**src/hw/rtl/rwl_pkg.sv**
```systemverilog
// ----------------------------------------------------------------------------
// rwl_pkg: shared definitions for the reader/writer lock manager
// Request kinds, status codes, field widths, parameter defaults and the
// command bundle from the controller to the datapath.
// ----------------------------------------------------------------------------
package rwl_pkg;

    // Fixed field widths of the request and result channels.
    localparam int REQ_TYPE_W = 4;
    localparam int ID_W       = 8;
    localparam int STATUS_W   = 3;
    localparam int READERS_W  = 8;

    // Parameter defaults.
    localparam int DEF_MAX_READERS   = 255;
    localparam int DEF_MAX_RECURSION = 255;
    localparam int DEF_ID_BITS       = 8;

    // Request kinds.
    localparam logic [REQ_TYPE_W-1:0] REQ_READ            = 4'd0;
    localparam logic [REQ_TYPE_W-1:0] REQ_WRITE           = 4'd1;
    localparam logic [REQ_TYPE_W-1:0] REQ_WRITE_POLL      = 4'd2;
    localparam logic [REQ_TYPE_W-1:0] REQ_RELEASE         = 4'd3;
    localparam logic [REQ_TYPE_W-1:0] REQ_UPGRADE         = 4'd4;
    localparam logic [REQ_TYPE_W-1:0] REQ_UPGRADE_POLL    = 4'd5;
    localparam logic [REQ_TYPE_W-1:0] REQ_DOWNGRADE       = 4'd6;
    localparam logic [REQ_TYPE_W-1:0] REQ_TRY_WRITE       = 4'd7;
    localparam logic [REQ_TYPE_W-1:0] REQ_TRY_READ        = 4'd8;
    localparam logic [REQ_TYPE_W-1:0] REQ_TRY_UPGRADE     = 4'd9;
    localparam logic [REQ_TYPE_W-1:0] REQ_SET_RECURSIVE   = 4'd10;
    localparam logic [REQ_TYPE_W-1:0] REQ_CLEAR_RECURSIVE = 4'd11;

    // Result status codes.
    localparam logic [STATUS_W-1:0] ST_GRANTED  = 3'd0;
    localparam logic [STATUS_W-1:0] ST_BUSY     = 3'd1;
    localparam logic [STATUS_W-1:0] ST_DRAINING = 3'd2;
    localparam logic [STATUS_W-1:0] ST_REFUSED  = 3'd3;
    localparam logic [STATUS_W-1:0] ST_ERROR    = 3'd4;

    // Command from the controller: commit one request to the lock state
    // and load its result into the output register.
    typedef struct packed {
        logic commit;
    } rwl_cmd_t;

endpackage

```
**src/hw/rtl/reader_writer_lock_manager_core.sv**
```systemverilog
// Latency: a result is valid in the cycle after its request is accepted.
// Throughput: one request per cycle unless a held result is not taken;
// the lock registers are read, updated and written back on acceptance, and
// the result register lets the next request in while the last is taken.
// Reset (aresetn low, synchronous): all lock state and sleep_allowed clear,
// no result is pending.
// ----------------------------------------------------------------------------
// reader_writer_lock_manager_core: reader/writer lock with upgrade
// Top level joining the handshake controller and the lock datapath.
// ----------------------------------------------------------------------------
module reader_writer_lock_manager_core #(
    parameter int MAX_READERS   = rwl_pkg::DEF_MAX_READERS,
    parameter int MAX_RECURSION = rwl_pkg::DEF_MAX_RECURSION,
    parameter int ID_BITS       = rwl_pkg::DEF_ID_BITS
) (
    input  logic                           aclk,
    input  logic                           aresetn,
    input  logic                           cfg_wr_en,
    input  logic                           cfg_wr_data,
    input  logic                           s_valid,
    output logic                           s_ready,
    input  logic [rwl_pkg::REQ_TYPE_W-1:0] s_req_type,
    input  logic [rwl_pkg::ID_W-1:0]       s_requester_id,
    output logic                           m_valid,
    input  logic                           m_ready,
    output logic [rwl_pkg::STATUS_W-1:0]   m_status,
    output logic                           m_wake_waiters,
    output logic [rwl_pkg::READERS_W-1:0]  m_readers_now,
    output logic                           m_write_held,
    output logic                           m_upgrade_held
);
    import rwl_pkg::*;

    rwl_cmd_t cmd;

    rwl_ctrl u_ctrl (
        .aclk    (aclk),
        .aresetn (aresetn),
        .s_valid (s_valid),
        .s_ready (s_ready),
        .m_valid (m_valid),
        .m_ready (m_ready),
        .cmd     (cmd)
    );

    rwl_datapath #(
        .MAX_READERS   (MAX_READERS),
        .MAX_RECURSION (MAX_RECURSION),
        .ID_BITS       (ID_BITS)
    ) u_datapath (
        .aclk         (aclk),
        .aresetn      (aresetn),
        .cmd          (cmd),
        .cfg_wr_en    (cfg_wr_en),
        .cfg_wr_data  (cfg_wr_data),
        .req_type     (s_req_type),
        .requester_id (s_requester_id),
        .status       (m_status),
        .wake_waiters (m_wake_waiters),
        .readers_now  (m_readers_now),
        .write_held   (m_write_held),
        .upgrade_held (m_upgrade_held)
    );

endmodule

```
**src/hw/rtl/rwl_ctrl.sv**
```systemverilog
// ----------------------------------------------------------------------------
// rwl_ctrl: handshake controller
// Tracks whether the result register holds an untaken result and decides
// when a new request may be accepted and committed.
// ----------------------------------------------------------------------------
module rwl_ctrl (
    input  logic             aclk,
    input  logic             aresetn,
    input  logic             s_valid,
    output logic             s_ready,
    output logic             m_valid,
    input  logic             m_ready,
    output rwl_pkg::rwl_cmd_t cmd
);
    import rwl_pkg::*;

    localparam logic OUT_EMPTY = 1'b0;
    localparam logic OUT_FULL  = 1'b1;

    logic state_reg;
    logic state_next;
    logic accept;

    // A held result that is taken in this cycle frees the slot for a new one.
    assign s_ready    = (state_reg == OUT_EMPTY) || m_ready;
    assign accept     = s_valid && s_ready;
    assign m_valid    = (state_reg == OUT_FULL);
    assign cmd.commit = accept;

    always_comb begin
        state_next = state_reg;
        case (state_reg)
            OUT_EMPTY: begin
                if (accept) state_next = OUT_FULL;
            end
            OUT_FULL: begin
                if (accept) state_next = OUT_FULL;
                else if (m_ready) state_next = OUT_EMPTY;
            end
            default: state_next = OUT_EMPTY;
        endcase
    end

    always_ff @(posedge aclk) begin
        if (!aresetn) begin
            state_reg <= OUT_EMPTY;
        end else begin
            state_reg <= state_next;
        end
    end

    a_accept_gives_result: assert property (@(posedge aclk) disable iff (!aresetn)
        accept |=> m_valid)
        else $error("accepted request did not produce a result");

    a_taken_empties: assert property (@(posedge aclk) disable iff (!aresetn)
        (m_valid && m_ready && !accept) |=> !m_valid)
        else $error("taken result was presented again");

    a_empty_ready: assert property (@(posedge aclk) disable iff (!aresetn)
        !m_valid |-> s_ready)
        else $error("request stalled while the result slot was empty");

endmodule

```
**src/hw/rtl/rwl_datapath.sv**
```systemverilog
// ----------------------------------------------------------------------------
// rwl_datapath: lock state and request evaluation
// Holds the reader count, intent bits, sleeper mark, recursive owner and
// depth, evaluates one request against them and registers its result.
// ----------------------------------------------------------------------------
module rwl_datapath #(
    parameter int MAX_READERS   = rwl_pkg::DEF_MAX_READERS,
    parameter int MAX_RECURSION = rwl_pkg::DEF_MAX_RECURSION,
    parameter int ID_BITS       = rwl_pkg::DEF_ID_BITS
) (
    input  logic                           aclk,
    input  logic                           aresetn,
    input  rwl_pkg::rwl_cmd_t              cmd,
    input  logic                           cfg_wr_en,
    input  logic                           cfg_wr_data,
    input  logic [rwl_pkg::REQ_TYPE_W-1:0] req_type,
    input  logic [rwl_pkg::ID_W-1:0]       requester_id,
    output logic [rwl_pkg::STATUS_W-1:0]   status,
    output logic                           wake_waiters,
    output logic [rwl_pkg::READERS_W-1:0]  readers_now,
    output logic                           write_held,
    output logic                           upgrade_held
);
    import rwl_pkg::*;

    localparam int RD_W  = $clog2(MAX_READERS + 1);
    localparam int REC_W = $clog2(MAX_RECURSION + 1);

    localparam logic [RD_W-1:0]  RD_MAX  = RD_W'(MAX_READERS);
    localparam logic [REC_W-1:0] REC_MAX = REC_W'(MAX_RECURSION);
    localparam logic [RD_W-1:0]  RD_ONE  = RD_W'(1);
    localparam logic [REC_W-1:0] REC_ONE = REC_W'(1);

    logic               sleep_allowed_reg;
    logic [RD_W-1:0]    reader_count_reg, reader_count_next;
    logic               write_intent_reg, write_intent_next;
    logic               upgrade_intent_reg, upgrade_intent_next;
    logic               sleepers_reg, sleepers_next;
    logic               owner_valid_reg, owner_valid_next;
    logic [ID_BITS-1:0] owner_id_reg, owner_id_next;
    logic [REC_W-1:0]   depth_reg, depth_next;

    logic [STATUS_W-1:0]  status_reg, status_next;
    logic                 wake_reg, wake_next;
    logic [READERS_W-1:0] readers_reg, readers_next;
    logic                 write_out_reg;
    logic                 upgrade_out_reg;

    logic [ID_BITS-1:0] who;
    logic               owner;
    logic               rd_full;
    logic               rec_full;
    logic               any_intent;

    // The requester is matched on its low ID_BITS bits, zero-extended when ID_BITS exceeds ID_W.
    generate
        if (ID_BITS <= ID_W) begin : g_who_trunc
            assign who = requester_id[ID_BITS-1:0];
        end else begin : g_who_ext
            assign who = {{(ID_BITS - ID_W){1'b0}}, requester_id};
        end
        if (RD_W >= READERS_W) begin : g_rd_trunc
            assign readers_next = reader_count_next[READERS_W-1:0];
        end else begin : g_rd_ext
            assign readers_next = {{(READERS_W - RD_W){1'b0}}, reader_count_next};
        end
    endgenerate

    assign owner      = owner_valid_reg && (owner_id_reg == who);
    assign rd_full    = (reader_count_reg >= RD_MAX);
    assign rec_full   = (depth_reg >= REC_MAX);
    assign any_intent = write_intent_reg || upgrade_intent_reg;

    always_comb begin
        reader_count_next   = reader_count_reg;
        write_intent_next   = write_intent_reg;
        upgrade_intent_next = upgrade_intent_reg;
        sleepers_next       = sleepers_reg;
        owner_valid_next    = owner_valid_reg;
        owner_id_next       = owner_id_reg;
        depth_next          = depth_reg;
        status_next         = ST_ERROR;
        wake_next           = 1'b0;

        case (req_type)
            REQ_READ, REQ_TRY_READ: begin
                if (!owner && any_intent) begin
                    if (req_type == REQ_READ) begin
                        status_next = ST_BUSY;
                        if (sleep_allowed_reg) sleepers_next = 1'b1;
                    end else begin
                        status_next = ST_REFUSED;
                    end
                end else if (!rd_full) begin
                    reader_count_next = reader_count_reg + RD_ONE;
                    status_next       = ST_GRANTED;
                end
            end
            REQ_WRITE, REQ_TRY_WRITE: begin
                if (owner) begin
                    if (!rec_full) begin
                        depth_next  = depth_reg + REC_ONE;
                        status_next = ST_GRANTED;
                    end
                end else if (write_intent_reg) begin
                    if (req_type == REQ_WRITE) begin
                        status_next = ST_BUSY;
                        if (sleep_allowed_reg) sleepers_next = 1'b1;
                    end else begin
                        status_next = ST_REFUSED;
                    end
                end else if ((reader_count_reg != '0) || upgrade_intent_reg) begin
                    if (req_type == REQ_WRITE) begin
                        write_intent_next = 1'b1;
                        status_next       = ST_DRAINING;
                        if (sleep_allowed_reg) sleepers_next = 1'b1;
                    end else begin
                        status_next = ST_REFUSED;
                    end
                end else begin
                    write_intent_next = 1'b1;
                    status_next       = ST_GRANTED;
                end
            end
            REQ_WRITE_POLL: begin
                if (!write_intent_reg) begin
                    status_next = ST_REFUSED;
                end else if ((reader_count_reg != '0) || upgrade_intent_reg) begin
                    status_next = ST_DRAINING;
                    if (sleep_allowed_reg) sleepers_next = 1'b1;
                end else begin
                    status_next = ST_GRANTED;
                end
            end
            REQ_RELEASE: begin
                // Drop the innermost hold: a reader, a recursion level, then
                // upgrade intent, then write intent.
                if (reader_count_reg != '0 || depth_reg != '0 || any_intent) begin
                    status_next = ST_GRANTED;
                    if (reader_count_reg != '0) begin
                        reader_count_next = reader_count_reg - RD_ONE;
                    end else if (depth_reg != '0) begin
                        depth_next = depth_reg - REC_ONE;
                    end else if (upgrade_intent_reg) begin
                        upgrade_intent_next = 1'b0;
                    end else begin
                        write_intent_next = 1'b0;
                    end
                    if (sleepers_reg && (reader_count_next == '0)) begin
                        sleepers_next = 1'b0;
                        wake_next     = 1'b1;
                    end
                end
            end
            REQ_UPGRADE, REQ_TRY_UPGRADE: begin
                if (reader_count_reg != '0) begin
                    if (owner) begin
                        if (!rec_full) begin
                            reader_count_next = reader_count_reg - RD_ONE;
                            depth_next        = depth_reg + REC_ONE;
                            status_next       = ST_GRANTED;
                        end
                    end else if (upgrade_intent_reg) begin
                        // A refused blocking upgrade still gives up its reader.
                        status_next = ST_REFUSED;
                        if (req_type == REQ_UPGRADE) begin
                            reader_count_next = reader_count_reg - RD_ONE;
                            if (sleepers_reg && (reader_count_next == '0)) begin
                                sleepers_next = 1'b0;
                                wake_next     = 1'b1;
                            end
                        end
                    end else begin
                        upgrade_intent_next = 1'b1;
                        reader_count_next   = reader_count_reg - RD_ONE;
                        if (reader_count_next != '0) begin
                            status_next = ST_DRAINING;
                            if (sleep_allowed_reg) sleepers_next = 1'b1;
                        end else begin
                            status_next = ST_GRANTED;
                        end
                    end
                end
            end
            REQ_UPGRADE_POLL: begin
                if (!upgrade_intent_reg) begin
                    status_next = ST_REFUSED;
                end else if (reader_count_reg != '0) begin
                    status_next = ST_DRAINING;
                    if (sleep_allowed_reg) sleepers_next = 1'b1;
                end else begin
                    status_next = ST_GRANTED;
                end
            end
            REQ_DOWNGRADE: begin
                if (!rd_full && (depth_reg != '0 || any_intent)) begin
                    if (depth_reg != '0) begin
                        depth_next = depth_reg - REC_ONE;
                    end else if (upgrade_intent_reg) begin
                        upgrade_intent_next = 1'b0;
                    end else begin
                        write_intent_next = 1'b0;
                    end
                    reader_count_next = reader_count_reg + RD_ONE;
                    status_next       = ST_GRANTED;
                    if (sleepers_reg) begin
                        sleepers_next = 1'b0;
                        wake_next     = 1'b1;
                    end
                end
            end
            REQ_SET_RECURSIVE: begin
                if (write_intent_reg) begin
                    owner_valid_next = 1'b1;
                    owner_id_next    = who;
                    status_next      = ST_GRANTED;
                end
            end
            REQ_CLEAR_RECURSIVE: begin
                if (owner) begin
                    if (depth_reg == '0) owner_valid_next = 1'b0;
                    status_next = ST_GRANTED;
                end
            end
            default: begin
                status_next = ST_ERROR;
            end
        endcase
    end

    always_ff @(posedge aclk) begin
        if (!aresetn) begin
            sleep_allowed_reg  <= 1'b0;
            reader_count_reg   <= '0;
            write_intent_reg   <= 1'b0;
            upgrade_intent_reg <= 1'b0;
            sleepers_reg       <= 1'b0;
            owner_valid_reg    <= 1'b0;
            owner_id_reg       <= '0;
            depth_reg          <= '0;
        end else begin
            if (cfg_wr_en) sleep_allowed_reg <= cfg_wr_data;
            if (cmd.commit) begin
                reader_count_reg   <= reader_count_next;
                write_intent_reg   <= write_intent_next;
                upgrade_intent_reg <= upgrade_intent_next;
                sleepers_reg       <= sleepers_next;
                owner_valid_reg    <= owner_valid_next;
                owner_id_reg       <= owner_id_next;
                depth_reg          <= depth_next;
            end
        end
    end

    // Result register; its valid bit lives in the controller.
    always_ff @(posedge aclk) begin
        if (cmd.commit) begin
            status_reg      <= status_next;
            wake_reg        <= wake_next;
            readers_reg     <= readers_next;
            write_out_reg   <= write_intent_next;
            upgrade_out_reg <= upgrade_intent_next;
        end
    end

    assign status       = status_reg;
    assign wake_waiters = wake_reg;
    assign readers_now  = readers_reg;
    assign write_held   = write_out_reg;
    assign upgrade_held = upgrade_out_reg;

    a_counters_bounded: assert property (@(posedge aclk) disable iff (!aresetn)
        (reader_count_reg <= RD_MAX) && (depth_reg <= REC_MAX))
        else $error("lock counter beyond its limit");

    a_error_no_change: assert property (@(posedge aclk) disable iff (!aresetn)
        (cmd.commit && (status_next == ST_ERROR)) |=>
            ($stable(reader_count_reg) && $stable(depth_reg) && $stable(write_intent_reg)
             && $stable(upgrade_intent_reg) && $stable(sleepers_reg)
             && $stable(owner_valid_reg)))
        else $error("request answered error but changed the lock state");

    a_wake_status: assert property (@(posedge aclk) disable iff (!aresetn)
        cmd.commit |=> (!wake_reg || (status_reg == ST_GRANTED)
                        || (status_reg == ST_REFUSED)))
        else $error("wake pulse raised with a blocking or error status");

endmodule
```
**config.mk**
```make
export PLATFORM = sky130hd
export DESIGN_NAME = reader_writer_lock_manager_core
export DESIGN_NICKNAME = d
export VERILOG_FILES = /design/src/hw/rtl/rwl_pkg.sv /design/src/hw/rtl/reader_writer_lock_manager_core.sv /design/src/hw/rtl/rwl_ctrl.sv /design/src/hw/rtl/rwl_datapath.sv
export SDC_FILE = /design/constraint.sdc
export NUM_CORES = 1
export LEC_CHECK = 0
export BUFFER_PORTS_ARGS = -buffer_cell sky130_fd_sc_hd__buf_2
export CAP_MARGIN = 30
export CELL_PAD_IN_SITES_DETAIL_PLACEMENT = 0
export CELL_PAD_IN_SITES_GLOBAL_PLACEMENT = 1
export CORE_AREA = 2 2 87 89
export DETAILED_ROUTE_END_ITERATION = 8
export DIE_AREA = 0 0 89 91
export PLACE_DENSITY = 0.92
export SLEW_MARGIN = 20
export SYNTH_ARGS = -nofsm -noshare
export SYNTH_HDL_FRONTEND = slang
export SYNTH_SLANG_ARGS = --single-unit
export TNS_END_PERCENT = 30
```
**constraint.sdc**
```tcl
create_clock -name aclk -period 6.5 [get_ports aclk]
set_input_delay 1.3 -clock aclk [delete_from_list [all_inputs] [get_ports aclk]]
set_output_delay 1.3 -clock aclk [all_outputs]
set_load 0.01 [all_outputs]
```
==> run metrics <==
outcome=finished, final reports clean; top library cells by usage in the layout, fill and taps aside=sky130_fd_sc_hd__nor2_1 (52), sky130_fd_sc_hd__nand2_1 (35), sky130_fd_sc_hd__buf_2 (33); static leakage=0.001452 uW; antenna violations before repair=0; most frequent standard cell in the layout excluding fill and tap cells=sky130_fd_sc_hd__nor2_1; area enclosed by the die boundary=8099 um^2; Die W=89 um; final slew viol count=0; final core utilization=50.88%; share of the clock period used by the worst path after layout=62.33%; RSZ-0062 raised after global routing=no; TritonCTS sink count=44; Peak Freq=0.2468 GHz; hold_buf cts=0; Reg2Reg Launch Point=u_datapath.reader_count_reg[1]; post-synthesis net count=438; Crit path required time=6.72 ns; global routing usage summed across all routing layers=22.29%; wire length of the first global-routing pass=14.32 mm; peak fanout along the critical path=18; initial core utilization=46.65%; Setup violations, final=0; leading register cell type out of synthesis=sky130_fd_sc_hd__dfxtp_1; detailed-placement wirelength estimate=6.394 mm; startpoint-to-endpoint class of the critical path=in2reg; via count=3172; Top Ports=34; endpoint kind of the worst setup timing path=flip-flop; post-detailed-route count of antenna-violating nets=0; number of remaining DRC errors=0; worst hold slack=0.5157 ns; VDD IR-drop max=0.00008295 V; Synth cell types=77; vias per inst=6.019; Final Critical Period=4.051 ns; portion of the post-synthesis area used by sequential elements=30.67%; insertion delay to the later sink of the worst-skew pair=0.31 ns; final worst-path setup slack=2.449 ns; nature of the critical path startpoint=input pin; final WL=8.784 mm; mean area per synthesized cell=8.121 um^2; CTS-repair resized insts=0; DP Worst Slack=2.151 ns; global-route track usage on met2=34.45%; number of global-route vias before repair=2866; postcts setup bufs=0; EDFF count, synth=14; Yosys warning total=0; met1 track utilization from global routing=32.09%; power per cell area=186.2 nW/um^2; number of diodes=0; CORE AREA=7137 um^2; Slew Limit Headroom=49.05%; Hold Path Class=reg2reg; H-tree depth=2; starting DRC count in detailed routing=420; Post-Route Setup TNS=0 ns; TritonCTS clock tree=yes; detailed-router iteration count before antenna repair=5; final instance area=3631 um^2; area growth from synthesis to layout=9.057%; weighted congestion at the end of routability-driven global placement=0.9387; height of the die=91 um; fraction of registers with async set/reset=0%; Worst Skew=0.006107 ns; overall overflow remaining after global route=0; worst endpoint data arrival time=4.28 ns; number of CTS-inserted buffers=5; Top Usage Layer GRT=met2; placed cell area=3522 um^2; number of nets in the layout=455; met3 routing resource usage after global routing=3.636%; largest net degree at the start of global routing=28; count of standard-cell rows=31; startpoint of the worst setup timing path=s_req_type[3]; count of input and output buffers=33; Final Hold Vio Count=0; layout cells sized above 1=14.72%; post-synthesis instance total=410; Root Buffer=sky130_fd_sc_hd__clkbuf_8; detail-routed net length per standard cell=16.67 um; maximum capacitance violations=0; flip-flop and latch count after synthesis=44; beginning of the worst hold path=u_datapath.depth_reg[7]; Bufs on Longest Clock Path=2; CTS clk-pin slew, worst paths=0.09 ns; synthesized area=3329 um^2; actual slew at the worst max-slew pin=0.7596 ns
## synth_stat cells (6+ instances only)
| cell type | instances | area share, % |
|---|---|---|
| sky130_fd_sc_hd__nor2_1 | 52 | 5.9 |
| sky130_fd_sc_hd__nand2_1 | 35 | 3.9 |
| sky130_fd_sc_hd__dfxtp_1 | 30 | 18 |
| sky130_fd_sc_hd__a21oi_1 | 28 | 4.2 |
| sky130_fd_sc_hd__o21ai_0 | 24 | 3.6 |
| sky130_fd_sc_hd__mux2i_1 | 19 | 5.7 |
| sky130_fd_sc_hd__clkbuf_1 | 17 | 1.9 |
| sky130_fd_sc_hd__xnor2_1 | 15 | 3.9 |
| sky130_fd_sc_hd__edfxtp_1 | 14 | 13 |
| sky130_fd_sc_hd__nor3_1 | 14 | 2.1 |
| sky130_fd_sc_hd__inv_1 | 10 | 1.1 |
| sky130_fd_sc_hd__ha_1 | 9 | 3.4 |
| sky130_fd_sc_hd__a31oi_1 | 8 | 1.5 |
| sky130_fd_sc_hd__nand3_1 | 7 | 1.1 |
| sky130_fd_sc_hd__nand4_1 | 7 | 1.3 |
| sky130_fd_sc_hd__or3_1 | 7 | 1.3 |
| sky130_fd_sc_hd__nor2b_1 | 6 | 1.1 |
## critical path: stages
cell	delay [ns]
sky130_fd_sc_hd__buf_2	0.28
sky130_fd_sc_hd__nand4bb_1	0.32
sky130_fd_sc_hd__and2_1	0.38
sky130_fd_sc_hd__inv_1	0.23
sky130_fd_sc_hd__ha_1	0.33
sky130_fd_sc_hd__a21o_1	0.17
sky130_fd_sc_hd__a21oi_1	0.21
sky130_fd_sc_hd__o21ai_0	0.15
sky130_fd_sc_hd__o41ai_1	0.33
sky130_fd_sc_hd__xnor2_1	0.11
sky130_fd_sc_hd__or3_1	0.31
sky130_fd_sc_hd__a21oi_1	0.13
## cell families (layout without fill, tap and decap cells)
family	count (synthesis)	in the layout	synth area share, %
fa+ha+maj	10	10	3.984
flops	44	44	30.67
xor+xnor	18	18	4.961
compound gates	115	115	24.09
simple gates	168	168	26.12
buf+inv	36	54	4.472
mux	19	19	5.712
## per-stage QoR
stage	power, uW	std cells
4_1_cts	679.1	527
3_5_place_dp	470.3	519
6_report	676.1	527
2_1_floorplan	427.7	410
5_1_grt	708.3	527
3_3_place_gp	468.3	519
## layer usage
metal | routed length [um] | up-vias
met5 | 0 | -
met4 | 135 | 0
met3 | 413 | 11
met2 | 4093 | 100
met1 | 4142 | 1502
li1 | - | 1559
## final cells by class
class / count / area (um^2)
fill: 726 / 3506
multi-input combinational: 330 / 2160
sequential: 44 / 1021
timing repair buffer: 34 / 172.7
tap: 99 / 123.9
clock buffer: 6 / 93.84
inverter: 12 / 45.04
clock inverter: 2 / 15.01
## where the power goes
group          internal, uW  switching, uW
Clock                   101            108
Sequential              299           14.5
Combinational          57.4           97.2
## path summary, 6_finish.rpt
kind / endpoint / slack, ns / cells past startpoint
worst min-delay path: u_datapath.depth_reg[7] / 0.52 / 2
worst max-delay path: u_datapath.depth_reg[7] / 2.45 / 12
worst max register to register: u_datapath.readers_now[2] / 2.89 / 9
worst min register to register: u_datapath.depth_reg[7] / 0.52 / 2
No activity file was read; power rests on OpenSTA's default activity.
